--- src/hw/rtl/plh_ram.sv ---
// ----------------------------------------------------------------------------
// plh_ram: generic single-write, single-read RAM
// One write port and one read port with registered read data.
// ----------------------------------------------------------------------------
`default_nettype none

module plh_ram #(
  parameter int WIDTH = 32,
  parameter int DEPTH = 16
) (
  input  wire logic                     clk,
  input  wire logic                     we,
  input  wire logic [$clog2(DEPTH)-1:0] waddr,
  input  wire logic [WIDTH-1:0]         wdata,
  input  wire logic                     re,
  input  wire logic [$clog2(DEPTH)-1:0] raddr,
  output logic      [WIDTH-1:0]         rdata
);

  logic [WIDTH-1:0] mem [DEPTH];

  always_ff @(posedge clk) begin
    if (we) begin
      mem[waddr] <= wdata;
    end
    if (re) begin
      rdata <= mem[raddr];
    end
  end

endmodule

`default_nettype wire

--- config.mk ---
export PLATFORM = sky130hd
export DESIGN_NAME = plh_ram
export DESIGN_NICKNAME = d
export VERILOG_FILES = /design/src/hw/rtl/plh_ram.sv
export SDC_FILE = /design/constraint.sdc
export NUM_CORES = 1
export LEC_CHECK = 0
export BUFFER_PORTS_ARGS = -buffer_cell sky130_fd_sc_hd__buf_2
export CORE_MARGIN = 10
export CORE_UTILIZATION = 45
export CTS_CLUSTER_SIZE = 10
export DETAILED_ROUTE_END_ITERATION = 8
export HOLD_SLACK_MARGIN = 0.03
export PLACE_DENSITY_LB_ADDON = 0.3
export SLEW_MARGIN = 0
export SYNTH_ARGS = -nofsm -noshare
export SYNTH_HDL_FRONTEND = slang
export SYNTH_SLANG_ARGS = --single-unit
--- constraint.sdc ---
create_clock -name clk -period 4.4 [get_ports clk]
set_input_delay 0.88 -clock clk [delete_from_list [all_inputs] [get_ports clk]]
set_output_delay 0.88 -clock clk [all_outputs]
set_load 0.01 [all_outputs]
* Word-level counts from Yosys, hierarchy flattened *
Memory sizes are Yosys's and may differ from the RTL's. A register that Yosys moved wholly into a read port is not among the register bits.
Cells that the tools add are included.

word-level totals
  flip-flop bits (word level) = 0
  memory bits (writable) = 512
  input bits = 43
  output and inout bits = 32
  memories kept = 1

memories
  memory  depth  width  rd ports  clocked after Yosys merged registers in  write ports  line  text
  mem     16     32     1         1                                        1            20    logic [WIDTH-1:0] mem [DEPTH];

operators by class
  multiplexer cells = 2

operators with widths
  kind     number
  $mux W1  2

* Logic depth before layout (Yosys ltp) *
  depth in word-level cells = 2
  gate-level depth with buffers = 5

* Least setup slack after synthesis *
OpenSTA, ideal clock, no wires.

  path type = input-to-reg
  from = in waddr[2]
  to = mem mem[0][0] (enable)
  library setup time = 0.461 ns
  arrival = 3.598 ns
  required time = 3.939 ns
  slack = 0.340 ns
  stages = 2
  buffers on the path = 0
  cell sequence = or3b_2 > nor3_1

RTL lines
  what                line  text
  start: declaration  13    input wire logic [$clog2(DEPTH)-1:0] waddr,
  end: declaration    20

No word-level cell before the write port.

==> out/qor.yml <==
worst_hold_path:
  min_path_type: "input pin to register"
layout:
  utilization: 0.520
  ff_latch_area_um2: 16300
  mostFrequentLayoutCell: "edfxtp_1"
  most-common-layout-cells: "544 x edfxtp_1, 128 x mux4_2, 72 x buf_2, 64 x a22oi_1, 61 x clkbuf_16"
  diodes: 0
  multiInputGateArea_um2: 3750
  finalNonFillerCells: 1556
  fill_cells: 3459
  syn_to_final_growth_pct: 14.2
  final_layout_size_suffix_gt1_frac: 0.328
  final_nets: 1005
place:
  dp.cells: 1492
  gp_congestion: 0.731
  post-dp-hpwl_mm: 21.4
  portBuffers: 74
  pre_cts_ws_ns: 1.41
grt:
  grt_pass1_wl_mm: 64.7
  grt_max_degree: 58
  grt_pass1_vias: 9684
  grt_usage: 0.164
  overflow: 0
  antenna_found_initial: 2
setup_path:
  worstPathCellList: "buf_4 > buf_4 > mux4_2 > a22oi_1 > nand2_1"
  crit_slowest_cell: "buf_4"
  crit_type: "input pin to register"
  cp_common_cell: "buf_4"
  worstPathRequired_ns: 4.70
  slowest_delay_ns: 0.63
  worst-path-max-fanout: 57
  reg2reg_slack_ns: 2.86
  critPathArrivalTime_ns: 2.64
  cp-end-kind: "register"
  cp_num_buf_inv: 2
  critPathTopFamily: "buffers and inverters"
  start_kind: "input pin"
yosys:
  synth_cell_types: 17
  synthTopCellsByArea: "edfxtp_1 81%, mux4_2 14%, a22oi_1 2.4%"
  ys_ff_latch: 544
  yosys.area.top_type: "edfxtp_1"
  yosys_warnings: 0
  synth_top_cell_area_share: 0.810
  syn_inst: 838
  ys_seq_area_frac: 0.810
  syn_avg_cell_area_um2: 24.1
  synth.cell_area_um2: 20200
  synth_nets: 881
detailed_routing:
  first_pass_iters: 5
  drcViolationCount: 0
  antenna_left: 0
  wirelength_mm: 43.4
  via_per_inst: 5.84
  wl_per_cell_um: 27.9
  dr_total_vias: 9087
  drt_iter0_markers: 996
cts:
  ctsRootBufferMaster: "clkbuf_16"
  cts.repair.resized: 0
  clk_latency_ns: 0.58
  holdBufCountCts: 0
  cts_setup_buffers: 0
  clock-sinks: 544
  cts_tree: "yes"
  cts_buffers: 60
  clk_pin_slew_worst_paths_ns: 0.06
  cts-htree-levels: 2
  cts_buffer_depth: 3
pwr:
  power_density_nw_per_um2: 459
  leakagePower_nw: 7.31
  seq_power_share: 0.556
  intPower_mw: 8.46
  p_switching_mw: 2.10
  clock_power_share: 0.395
  sw_frac_of_total: 0.199
  comb_power_share: 0.048
  ir_drop_uv: 302
sta:
  setup_viol: 0
  final-max-slew-violation-count: 0
  min_period_over_period: 0.532
  period_minus_slack_ns: 2.34
  finClkSkew_ns: 0.00861
  rsz0062_at_grt: "false"
  fmax_ghz: 0.428
  fin_ws_ns: 2.06
  tns_ns: 0
  tightest_slew_ns: 1.10
  hold_viol: 0
  slew_headroom: 0.264
floorplan:
  initial_core_util: 0.455
  coreArea_um2: 44300
  dieWidth_um: 232
  die_area_um2: 53700
  io-pin-count: 75
  rows: 77
  die_h_um: 232
run:
  cap_violations: 0
run_status:
  status: "finished, final reports clean"
[metrics by stage]
stage / power (mW) / hold WS (ns) / cell area, um2
after floorplan: 6.26 / 0.710 / 20200
final: 10.6 / 0.672 / 23000
after detailed placement: 6.50 / 0.740 / 21500
after global placement: 6.49 / 0.729 / 21500
after global routing: 10.9 / 0.669 / 23000
after CTS: 10.7 / 0.638 / 23000
[layout make-up]
class | instances | share of cell area
clock buffer | 62 | 0.0664
clock inverter | 2 | 0.000380
multi-input combinational | 251 | 0.163
sequential | 544 | 0.709
tap | 592 | 0.0322
timing repair buffer | 105 | 0.0288
[logic make-up after synthesis]
logic type,Yosys count,share of synthesized area
flip-flops,544,0.810
multiplexers,128,0.143
AO/OA/AOI/OAI,64,0.0238
AND/OR/NAND/NOR,59,0.0125
buffers and inverters,43,0.0110
[power by group through the flow]
stage | combinational, mW | sequential, mW | clock (mW)
after global routing | 0.558 | 5.88 | 4.46
final | 0.511 | 5.87 | 4.17
after global placement | 0.512 | 5.97 | 0
after CTS | 0.523 | 5.87 | 4.27
after floorplan | 0.279 | 5.99 | 0
after detailed placement | 0.522 | 5.98 | 0
[layer usage]
layer | track usage | vias to the layer above | share of wire
li1 | - | 3810 | -
met1 | 0.234 | 4888 | 0.43
met2 | 0.258 | 323 | 0.49
met3 | 0.0313 | 62 | 0.071
met4 | 0.0372 | 4 | 0.016
met5 | 0 | - | 0.00062
[synthesized netlist by cell type, drive strengths merged]
cell      n
nor2     13
a22oi    64
mux4    128
nand2    33
and2      1
edfxtp  544
nand3     1
nor3      4
nand2b    2
nor2b     2
nand3b    2
clkbuf   17
or3b      1
buf      26
[flip-flops by register name (all words and copies together), names as in the netlist]
name / count
mem: 512
rdata: 32
[worst paths after layout]
| kind | startpoint | to | cells past startpoint |
|---|---|---|---|
| setup / recovery | raddr[1] | rdata[21]$_DFFE_PP_ | 5 |
| hold / removal | wdata[13] | mem[15][13]$_DFFE_PP_ | 1 |
| setup reg to reg | mem[11][21]$_DFFE_PP_ | rdata[21]$_DFFE_PP_ | 3 |
| hold reg to reg | mem[14][19]$_DFFE_PP_ | rdata[19]$_DFFE_PP_ | 3 |
No activity file was read; power rests on OpenSTA's default activity.
